### src/hw/rtl/jsu_pkg.sv
// ----------------------------------------------------------------------------
// jsu_pkg
// Shared types and constants for the Jacobi symbol unit.
// ----------------------------------------------------------------------------
package jsu_pkg;

    localparam int OPERAND_BITS = 64;

    localparam logic [1:0] ERR_OK       = 2'd0;
    localparam logic [1:0] ERR_MOD_ZERO = 2'd1;
    localparam logic [1:0] ERR_MOD_EVEN = 2'd2;

    localparam logic signed [1:0] SYM_ZERO = 2'sb00;
    localparam logic signed [1:0] SYM_POS  = 2'sb01;
    localparam logic signed [1:0] SYM_NEG  = 2'sb11;

    typedef struct packed {
        logic [63:0] a_value;
        logic [63:0] m_value;
    } t_jsu_in;

    typedef struct packed {
        logic signed [1:0] symbol;
        logic [1:0]        error_code;
    } t_jsu_out;

endpackage

### src/hw/rtl/jacobi_symbol_unit_top.sv
// ----------------------------------------------------------------------------
// jacobi_symbol_unit_top
// Jacobi symbol (a/m) by the binary method: one shared subtractor/compare,
// one shifter, a sign flag and a small sequencer.
//
// channel  direction  handshake                  word
// input    in         i_in_valid / o_in_ready    jsu_pkg::t_jsu_in  (a, m)
// output   out        o_out_valid / i_out_ready  jsu_pkg::t_jsu_out (symbol, error)
//
// One step per cycle while a is nonzero: halve a when it is even, swap a and m
// when a is below m, or else subtract m from a.
// The 64-bit subtract-and-compare sets the cycle time.
// A zero or even modulus clears a, so the word finishes with no steps and symbol 0.
// Reset (synchronous, active low) clears the sequencer and the output valid.
// A finished result waits in the output register; a new word is taken while
// it waits, and the next result holds in the sequencer until the slot frees.
// ----------------------------------------------------------------------------
module jacobi_symbol_unit_top (
    input  logic              i_clk,
    input  logic              i_rst_n,
    input  logic              i_in_valid,
    output logic              o_in_ready,
    input  jsu_pkg::t_jsu_in  i_in_data,
    output logic              o_out_valid,
    input  logic              i_out_ready,
    output jsu_pkg::t_jsu_out o_out_data
);

    localparam int W = jsu_pkg::OPERAND_BITS;

    typedef enum logic {
        S_IDLE,
        S_RUN
    } t_state;

    t_state            r_state;
    logic [W-1:0]      r_a;
    logic [W-1:0]      r_m;
    logic              r_neg;
    logic [1:0]        r_err;
    logic              r_out_valid;
    jsu_pkg::t_jsu_out r_out;

    logic [W-1:0] in_a;
    logic [W-1:0] in_m;
    logic [1:0]   in_err;
    logic [W:0]   diff;
    logic         borrow;
    logic         a_zero;
    logic         out_free;
    logic         load_out;
    logic         flip_halve;
    logic         flip_swap;
    jsu_pkg::t_jsu_out n_out;

    assign in_a = W'(i_in_data.a_value);
    assign in_m = W'(i_in_data.m_value);

    always_comb begin
        if (in_m == '0) begin
            in_err = jsu_pkg::ERR_MOD_ZERO;
        end else if (!in_m[0]) begin
            in_err = jsu_pkg::ERR_MOD_EVEN;
        end else begin
            in_err = jsu_pkg::ERR_OK;
        end
    end

    assign diff       = {1'b0, r_a} - {1'b0, r_m};
    assign borrow     = diff[W];
    assign a_zero     = (r_a == '0);
    assign out_free   = !r_out_valid || i_out_ready;
    assign load_out   = (r_state == S_RUN) && a_zero && out_free;
    assign flip_halve = (r_m[2:0] == 3'd3) || (r_m[2:0] == 3'd5);
    assign flip_swap  = (r_a[1:0] == 2'd3) && (r_m[1:0] == 2'd3);

    always_comb begin
        n_out.error_code = r_err;
        if (r_err != jsu_pkg::ERR_OK || r_m != W'(1)) begin
            n_out.symbol = jsu_pkg::SYM_ZERO;
        end else if (r_neg) begin
            n_out.symbol = jsu_pkg::SYM_NEG;
        end else begin
            n_out.symbol = jsu_pkg::SYM_POS;
        end
    end

    always_ff @(posedge i_clk) begin
        if (!i_rst_n) begin
            r_state     <= S_IDLE;
            r_out_valid <= 1'b0;
        end else begin
            if (load_out) begin
                r_out       <= n_out;
                r_out_valid <= 1'b1;
            end else if (r_out_valid && i_out_ready) begin
                r_out_valid <= 1'b0;
            end
            case (r_state)
                S_IDLE: begin
                    if (i_in_valid) begin
                        r_a     <= (in_err == jsu_pkg::ERR_OK) ? in_a : '0;
                        r_m     <= in_m;
                        r_neg   <= 1'b0;
                        r_err   <= in_err;
                        r_state <= S_RUN;
                    end
                end
                S_RUN: begin
                    if (a_zero) begin
                        // hold here until the output slot is free
                        if (out_free) begin
                            r_state <= S_IDLE;
                        end
                    end else if (!r_a[0]) begin
                        r_a   <= r_a >> 1;
                        r_neg <= r_neg ^ flip_halve;
                    end else if (borrow) begin
                        r_a   <= r_m;
                        r_m   <= r_a;
                        r_neg <= r_neg ^ flip_swap;
                    end else begin
                        r_a <= diff[W-1:0];
                    end
                end
                default: begin
                    r_state <= S_IDLE;
                end
            endcase
        end
    end

    assign o_in_ready  = (r_state == S_IDLE);
    assign o_out_valid = r_out_valid;
    assign o_out_data  = r_out;

endmodule

### config.mk
export PLATFORM = sky130hd
export DESIGN_NAME = jacobi_symbol_unit_top
export DESIGN_NICKNAME = d
export VERILOG_FILES = /design/src/hw/rtl/jsu_pkg.sv /design/src/hw/rtl/jacobi_symbol_unit_top.sv
export SDC_FILE = /design/constraint.sdc
export NUM_CORES = 1
export LEC_CHECK = 0
export BUFFER_PORTS_ARGS = -buffer_cell sky130_fd_sc_hd__buf_2
export CAP_MARGIN = 20
export CELL_PAD_IN_SITES_DETAIL_PLACEMENT = 1
export CELL_PAD_IN_SITES_GLOBAL_PLACEMENT = 2
export CORE_ASPECT_RATIO = 0.6
export CORE_UTILIZATION = 33
export DETAILED_ROUTE_END_ITERATION = 16
export MAX_ROUTING_LAYER = met4
export PLACE_DENSITY = 0.74
export SYNTH_ARGS = -nofsm -noshare
export SYNTH_HDL_FRONTEND = slang
export SYNTH_SLANG_ARGS = --single-unit
### constraint.sdc
create_clock -name i_clk -period 5.7 [get_ports i_clk]
set_input_delay 0.855 -clock i_clk [delete_from_list [all_inputs] [get_ports i_clk]]
set_output_delay 0.855 -clock i_clk [all_outputs]
set_load 0.005 [all_outputs]
# ---- Word-level counts from Yosys, hierarchy flattened
# Cells that the tools add are included.
# W data, S select, Z words.
dict set report totals {
  reg_bits 137
  inputBits 132
  out_inout_bits 6
  elab_cells 65
}
dict set report op_classes {
  n_addsub 1
  n_eq_ne 10
  n_mux 25
  n_bitwise 3
  reduce_logical 18
}
# operator n
set ops {}
lappend ops {{$mux W64} 9}
lappend ops {{$pmux W64 S2} 2}
lappend ops {{$logic_not A64 Y1} 2}
lappend ops {{$sub A64 B64 Y65} 1}
lappend ops {{$ne A64 B1 Y1 const B} 1}
lappend ops {{$mux W1} 9}
lappend ops {{$mux W2} 3}
lappend ops {{$reduce_and A3 Y1} 2}
lappend ops {{$reduce_and A5 Y1} 1}
lappend ops {{$eq A2 B2 Y1 const B} 2}
lappend ops {{$logic_and A1 B1 Y1} 4}
lappend ops {{$ne A2 B1 Y1 const B} 2}
lappend ops {{$ne A2 B2 Y1 const B} 2}
lappend ops {{$pmux W1 S2} 2}
lappend ops {{$reduce_and A4 Y1} 1}
lappend ops {{$reduce_bool A2 Y1} 2}
lappend ops {{$eq A3 B2 Y1 const B} 1}
lappend ops {{$eq A3 B3 Y1 const B} 1}
lappend ops {{$logic_or A1 B1 Y1} 3}
lappend ops {{$ne A3 B2 Y1 const B} 1}
lappend ops {{$logic_not A2 Y1} 1}
lappend ops {{$reduce_and A2 Y1} 1}
lappend ops {{$xor A1 B1 Y1} 2}
lappend ops {{$logic_not A1 Y1} 1}
lappend ops {{$not A1 Y1} 1}

# ---- Longest topological paths before layout
# Gate-level depths: netlist (run 1).
dict set report depth {
  ltp_word 7
  mapped_depth 17
  depth_no_buf 14
}

# ---- Least setup slack after synthesis (run 1)
# No wires, ideal clock.
dict set report synth_path {
  path_kind {reg2reg}
  startpoint {register r_a[49]}
  endpoint {register r_m[0] (enable)}
  setup_ns 0.486
  t_arrival_ns 5.369
  t_required_ns 5.214
  slack_ns -0.155
  stages_incl_launch_ff 14
  path_buffers 3
  synth_period_minus_slack_ns 5.855
  path_cell_list {edfxtp_1 > ha_1 > buf_2 > a21oi_1 > o21a_1 > o21ai_1 > a21o_1 > a2111oi_2 > o221ai_2 > a221oi_4 > buf_4 > buf_2 > a21oi_1 > nor2_1}
}
dict set report synth_via {
  elab_chain_len 3
  word_cells_on_any_way 5
  classes_between {add/sub (1); eq/ne (2); reduce/logical (2)}
}
# element line_no
set synth_rtl {}
lappend synth_rtl {{from (decl)} jacobi_symbol_unit_top.sv:37} ;# logic [W-1:0] r_a;
lappend synth_rtl {{from (signal assigned)} jacobi_symbol_unit_top.sv:102} ;# r_a <= (in_err == jsu_pkg::ERR_OK) ? in_a : '0;
lappend synth_rtl {{from (signal assigned)} jacobi_symbol_unit_top.sv:116} ;# r_a <= r_a >> 1;
lappend synth_rtl {{from (signal assigned)} jacobi_symbol_unit_top.sv:119} ;# r_a <= r_m;
lappend synth_rtl {{$sub A64 B64 Y65 / $logic_not A64 Y1 (equally long branches)} {jacobi_symbol_unit_top.sv:69, jacobi_symbol_unit_top.sv:71}}
lappend synth_rtl {{$ne A2 B1 Y1 (no line) / $ne A2 B2 Y1 (equally long branches)} n/a}
lappend synth_rtl {{$reduce_and A5 Y1 (no line) (*)} n/a}
lappend synth_rtl {{to (signal assigned)} jacobi_symbol_unit_top.sv:103} ;# r_m <= in_m;
lappend synth_rtl {{to (signal assigned)} jacobi_symbol_unit_top.sv:120} ;# r_m <= r_a;
lappend synth_rtl {{to (decl)} jacobi_symbol_unit_top.sv:38} ;# logic [W-1:0] r_m;
# Every way passes the cells marked *; elsewhere a longest branch is shown, timed or not.
# A chain may end at the register's enable or synchronous reset.

# ---- Worst setup path in the final report (run 1)
dict set report layout_path {
  startpoint {register r_a[0]}
  endpoint {register r_a[59] (data pin)}
}
dict set report layout_via {
  elab_chain_len 5
}
# element line_no
set layout_rtl {}
lappend layout_rtl {{$sub A64 B64 Y65} jacobi_symbol_unit_top.sv:69} ;# assign diff = {1'b0, r_a} - {1'b0, r_m};
lappend layout_rtl {{$mux W64} jacobi_symbol_unit_top.sv:118} ;# end else if (borrow) begin
lappend layout_rtl {{$mux W64 (*)} jacobi_symbol_unit_top.sv:115} ;# end else if (!r_a[0]) begin
lappend layout_rtl {{$mux W64 (*)} jacobi_symbol_unit_top.sv:110} ;# if (a_zero) begin
lappend layout_rtl {{$pmux W64 S2 (*)} jacobi_symbol_unit_top.sv:99} ;# case (r_state)
# Every way passes the cells marked *; elsewhere a longest branch is shown, timed or not. The select of a mux whose other input is x is not followed.

==> results.md, run 1 <==
- Largest family of logic cells by synthesized area: compound AO/OA/AOI/OAI gates
- Clock net sink count: between 100 and 150
- Element type at the critical path end: flip-flop
- Area growth syn-to-layout: 15.6%
- Fmax: 235 MHz
- First DRT Iteration DRCs: ~1100
- Max-cap violations: 0
- GR Util All Layers: 0.278
- Leak: ~5.0 nW
- Synth Area in Simple Gates: 0.142
- Final Max Slew Viols: 0
- Avg WL per Cell: around 26 µm
- DRT Pass-1 Iters: 5
- Critical Path AT: 4.57 ns
- Worst setup path class: reg2reg
- DPL Wire Length: about 35000 µm
- CTS tree: built
- PwrDens: 290 mW/mm²
- PortBufs: about 140
- Clk root buf: clkbuf_16
- Die Wd: 238 µm
- Final non-filler cell total: 1771
- Die Ht: 143 µm
- Placed cell count: between 1500 and 2000
- Num CTS Buffers: 17
- Synth unique cells: 65
- R2r setup slk: 1.45 ns
- Synth Flop Type: edfxtp_1
- H-tree depth: 4
- Clk_skew: 0.0174 ns
- Core area: roughly 0.033 mm²
- Max Root-Sink Buffers: 2
- Largest net degree at the start of global routing: 114
- Asr flop ratio synth: 0
- Ys Warns: 0
- Post-DRT Antenna Nets: 0
- Sequential share of the synthesized area: 0.373
- Crit-path max cell delay: between 0.5 and 0.6 ns
- Final min period: 4.25 ns
- Setup Fix Bufs, Post-CTS: 0
- Vias in the first global route: between 10000 and 15000
- RSZ-0062 raised after global routing: no
- Status: finished, final reports clean
- DR vias/cell: about 6
- Initial core utilization: 0.337
- Row Count: 51
- Post-synthesis mux area share: 0.0720
- Most common cell after layout, fill and taps aside: buf_2
- Final Cell Area: about 0.013 mm²
- Cts hold-fix bufs: 0
- CP Launch Type: flip-flop
- Slew HR: 0.213
- Synth Cell Area: ~0.011 mm²
- Number of synthesized flops with an enable pin: about 140
- Peak VDD IR: between 200 and 250 µV
- CP most frequent cell: nand2b_1
- Slowest cell on crit path: edfxtp_1
- Adder-Cell Fraction of Synth Area: 0.0747
- Hold Fails Final Rpt: 0
- Share of the clock period used by the worst path: 0.746
- Most frequent cells in the layout: buf_2 (138), edfxtp_1 (135), a21oi_1 (115), nand2_1 (87), nor2_1 (85)
- First-pass GRT wire length: 66900 µm
- I/O pin total: approximately 140
- Mapped Cells: between 1000 and 1500
- Post-Route WL: ~45000 µm
- Die area: about 0.034 mm²
- Synth Area in Compound Gates: 0.238
- Worst-path clk slew: roughly 0.07 ns
- Ratio of cells with drive above 1 in the final layout: 0.202
- Initial antenna violation count: 1
- GRT overflow: 0
- Hold WC Path Type: reg2reg
- Clk_lat worst skew: 0.46 ns
- Setup TNS: 0 ns
- CTS resizes: 0
- Slew @ Worst Pin: approximately 1.2 ns
- Crit path max fanout: 113
- Fin nets: approximately 1500
- Cell area after placement: approximately 0.012 mm²
- Final setup viols: 0
- Placer Congestion: slightly above 0.9
- Via Count: roughly 10000
- Post-synthesis xor/xnor area fraction: 0.0486
- Worst Path Required: 6.02 ns
- Syn Area/Cell: 9.10 µm²
- #FFs+latches synth: 137
- Residual DRC: 0
- Cells along the critical path: inv_1 -> ha_1 -> fa_1 -> nand2b_1 -> a21o_1 -> a31o_2 -> a31o_1 -> o31a_1 -> o221ai_2 -> a221oi_4 -> buf_12 -> nand2b_1 -> o21bai_1 -> nand3_1
- Mapped Nets: approximately 1400
[flip-flops by register name, summed over array words and instances (netlist names)]
signal and flops:
r_neg 1, r_state 1, r_m 64, o_out_valid 1, r_a 64, o_out_data 4
r_err 2
[metal layers]
metal	track usage	routed length, µm
met1	0.430	23900
met2	0.351	17300
met3	0.0619	3380
met4	0.0699	716
met5	-	0
[report_power, final]
part           total [mW]  leakage [nW]  switching [mW]  internal (mW)
clock network        1.23         0.296           0.488          0.742
logic                1.14          3.37           0.705          0.431
registers            1.32          1.31           0.103           1.21
[through the flow]
stage	power (mW)	util	hold WS [ns]	setup WS, ns
3_5_place_dp	2.45	0.370	0.441	1.46
2_1_floorplan	2.07	-	0.427	0.912
5_1_grt	3.84	0.389	0.461	1.19
4_1_cts	3.67	0.389	0.450	1.42
3_3_place_gp	2.44	0.370	0.437	1.54
6_report	3.68	0.389	0.444	1.45
[synth_stat cells (all sizes together) (17+ instances only)]
| cell type | count | area, µm² |
|---|---|---|
| nand4 | 31 | 194 |
| a21o | 26 | 195 |
| a21oi | 115 | 576 |
| buf | 17 | 95.1 |
| xor2 | 28 | 245 |
| edfxtp | 135 | 4050 |
| nand2 | 88 | 330 |
| ha | 64 | 801 |
| xnor2 | 33 | 289 |
| nor2 | 87 | 327 |
| a31oi | 20 | 125 |
| nor4 | 51 | 319 |
| clkbuf | 52 | 195 |
| inv | 75 | 282 |
| a22oi | 51 | 383 |
| o21ai | 108 | 541 |
| mux2 | 64 | 721 |
[logic make-up (layout without fill, tap and decap cells)]
| logic type | count (synthesis) | after routing |
|---|---|---|
| xor+xnor | 61 | 61 |
| fa+ha+maj | 65 | 65 |
| mux | 71 | 71 |
| flops | 137 | 137 |
| compound gates | 409 | 409 |
| buf+inv | 145 | 257 |
| simple gates | 320 | 320 |
| other cells | 0 | 1 |
[final cells by class]
cell class / count / area, µm²
repair buffers: 149 / 786
flip-flops and latches: 137 / 4100
well taps: 450 / 563
inverters: 76 / 285
clock buffers: 20 / 447
diodes: 1 / 2.50
multi-input cells: 926 / 6340
fillers: 3824 / 19900
clock inverters: 12 / 175
[path summary, 6_finish.rpt]
check,start,end,cells after the start
min,r_err[0],o_out_data[0],0
max,r_a[0],r_a[59],14
min reg2reg,r_err[0],o_out_data[0],0
max reg2reg,r_a[0],r_a[59],14
[critical path: cells and delay by family (launching register included)]
| family | cells | cell delay, ns |
|---|---|---|
| compound gates | 7 | 1.73 |
| simple gates | 3 | 0.74 |
| fa+ha+maj | 2 | 0.65 |
| flops | 1 | 0.57 |
| buf+inv | 2 | 0.42 |
No activity file was read; power rests on OpenSTA's default activity.
==> inputs of run 2 (changes only) <==
==> constraint.sdc (replaced) <==
create_clock -name i_clk -period 3.7 [get_ports i_clk]
set_input_delay 0.555 -clock i_clk [delete_from_list [all_inputs] [get_ports i_clk]]
set_output_delay 0.555 -clock i_clk [all_outputs]
set_load 0.005 [all_outputs]
==> run 2 against run 1 <==
Fmax increased by 18%. Global-route usage increased by 0.77 points. Combinational power grew 75%. Power rose by 58%. Worst hold slack worse by 0.074 ns. Setup slack got worse by 1.3 ns. Count of clock-buffer cells in the layout stayed put. Cell count increased by 4.5%. Sequential share of layout area is 1.9 points lower. Sequential power increased by 51%. Largest cell class unchanged. Clock skew decreased by 0.0044 ns. Die area did not move.
==> results.md, run 2 (same netlist as run 1, synthesis figures left out) <==
- Final min period: 3.59 ns (was 4.25 ns)
- Slew @ Worst Pin: 0.877 ns (was 1.17 ns)
- Crit path max fanout: 33 (was 113)
- Slowest cell on crit path: edfxtp_1 (unchanged)
- First DRT Iteration DRCs: 913 (was 1124)
- Placer Congestion: 0.986 (was 0.916)
- Worst setup path class: reg2reg (unchanged)
- Setup TNS: 0 ns (unchanged)
- Worst-path clk slew: 0.07 ns (about the same)
- Status: finished, final reports clean (unchanged)
- Leak: 5.38 nW (was 4.98 nW)
- PortBufs: 137 (unchanged)
- Die Ht: 143 µm (unchanged)
- DRT Pass-1 Iters: 5 (unchanged)
- Max-cap violations: 0 (unchanged)
- Core area: 0.0326 mm² (unchanged)
- Clk pwr share: 0.317 (was 0.334)
- WP buf/inv: 3 (was 2)
- GR Util All Layers: 0.286 (was 0.278)
- Fmax: 279 MHz (was 235 MHz)
- Hold WS: 0.370 ns (was 0.444 ns)
- Largest net degree at the start of global routing: 62 (was 114)
- Element type at the critical path end: flip-flop (unchanged)
- Initial antenna violation count: 2 (was 1)
- Die area: 0.0341 mm² (unchanged)
- Internal Power: 3.72 mW (was 2.39 mW)
- Total power: 5.83 mW (was 3.68 mW)
- Max Root-Sink Buffers: 2 (unchanged)
- Ratio of cells with drive above 1 in the final layout: 0.268 (was 0.202)
- Final setup viols: 0 (unchanged)
- Cells along the critical path: inv_1 -> ha_2 -> a21oi_2 -> o21a_1 -> o21ai_1 -> a21o_1 -> a2111oi_4 -> o221ai_4 -> a221oi_4 -> buf_4 -> buf_12 -> mux2i_2 -> o21ai_0 (was inv_1 -> ha_1 -> fa_1 -> nand2b_1 -> a21o_1 -> a31o_2 -> a31o_1 -> o31a_1 -> o221ai_2 -> a221oi_4 -> buf_12 -> nand2b_1 -> o21bai_1 -> nand3_1)
- GRT overflow: 0 (unchanged)
- Clk_skew: 0.0130 ns (was 0.0174 ns)
- Share of the clock period used by the worst path: 0.970 (was 0.746)
- Placed cell count: 1813 (was 1737)
- Final non-filler cell total: 1851 (was 1771)
- Area growth syn-to-layout: 23.0% (was 15.6%)
- Avg WL per Cell: 25.2 µm (was 25.5 µm)
- H-tree depth: 4 (unchanged)
- Clk_lat worst skew: 0.46 ns (about the same)
- DR vias/cell: 5.81 (was 5.87)
- Fin nets: 1582 (was 1504)
- Worst Path Required: 3.88 ns (was 6.02 ns)
- Num CTS Buffers: 17 (unchanged)
- Slew HR: 0.410 (was 0.213)
- Critical Path AT: 3.77 ns (was 4.57 ns)
- Via Count: 10800 (was 10400)
- Post-DRT Antenna Nets: 0 (unchanged)
- I/O pin total: 138 (unchanged)
- Final Max Slew Viols: 0 (unchanged)
- Initial core utilization: 0.337 (unchanged)
- Crit-path max cell delay: 0.44 ns (was 0.57 ns)
- Peak VDD IR: 323 µV (was 204 µV)
- Clock net sink count: 137 (unchanged)
- CP Launch Type: flip-flop (unchanged)
- Residual DRC: 0 (unchanged)
- Sw Share: 0.361 (was 0.352)
- Hold Fails Final Rpt: 0 (unchanged)
- Crit path max-delay family: compound AO/OA/AOI/OAI gates (unchanged)
- Register share of total power: 0.342 (was 0.358)
- Combinational power share: 0.341 (was 0.308)
- Vias in the first global route: 10600 (was 10200)
- First-pass GRT wire length: 69300 µm (was 66900 µm)
- Most common cell after layout, fill and taps aside: buf_2 (unchanged)
- DPL Wire Length: 36900 µm (was 35400 µm)
- Row Count: 51 (unchanged)
- Utilization after layout: 0.414 (was 0.389)
- Hold WC Path Type: in2reg (was reg2reg)
- CTS tree: built (unchanged)
- RSZ-0062 raised after global routing: yes (was no)
- # fillers: 3793 (was 3824)
- PwrDens: 431 mW/mm² (was 290 mW/mm²)
- Cts hold-fix bufs: 0 (unchanged)
- Switching pwr: 2.11 mW (was 1.30 mW)
- Die Wd: 238 µm (unchanged)
- Most frequent cells in the layout: buf_2 (137), edfxtp_1 (135), a21oi_1 (100), nand2_1 (87), nor2_1 (84) (was buf_2 (138), edfxtp_1 (135), a21oi_1 (115), nand2_1 (87), nor2_1 (85))
- Post-Route WL: 46600 µm (was 45200 µm)
- Clk root buf: clkbuf_16 (unchanged)
## run 2: metrics by stage
stage | setup slack [ns] | instance area, µm²
global route | -0.0220 | 13500
finish | 0.110 | 13500
global placement | 0.000944 | 12800
floorplan | -0.233 | 11100
detailed placement | -0.0747 | 12800
CTS | 0.0203 | 13400
## run 2: layout make-up
type | count | area, µm² | share of cell area
Inverter | 76 | 285 | 0.0211
Clock inverter | 12 | 140 | 0.0104
Tap cell | 450 | 563 | 0.0417
Antenna cell | 3 | 7.51 | 0.000556
Multi-Input combinational cell | 926 | 6500 | 0.481
Clock buffer | 20 | 467 | 0.0345
Timing Repair Buffer | 227 | 1450 | 0.107
Sequential cell | 137 | 4100 | 0.303
## run 2: power groups by stage
stage / logic, mW / registers [mW] / clock network, mW
finish: 1.99 / 1.99 / 1.85
global route: 2.16 / 2.00 / 1.92
CTS: 1.93 / 1.99 / 1.86
detailed placement: 1.92 / 2.02 / 0
global placement: 1.89 / 2.02 / 0
floorplan: 1.25 / 1.97 / 0
## run 2: path summary, 6_finish.rpt
| path | startpoint | to | slack (ns) | cells after the start |
|---|---|---|---|---|
| worst max-delay path | r_m[51] | r_a[28] | 0.11 | 13 |
| worst min-delay path | i_rst_n | r_state | 0.37 | 2 |
| worst min register to register | r_err[0] | o_out_data[0] | 0.46 | 0 |
| worst max register to register | r_m[51] | r_a[28] | 0.11 | 13 |
## run 2: what timing repair did
action / in CTS / in global routing
gates resized for setup: 3 / 18
buffers inserted: 0 / 3
endpoints found under the setup margin: 60 / 110
pin swaps: 1 / 6
## run 2: layer usage
layer	vias up	routed length (µm)	GRT usage
li1	4928	-	-
met2	355	18500	0.375
met3	29	3220	0.0544
met1	5445	24400	0.441
met4	0	497	0.0591
met5	-	0	-
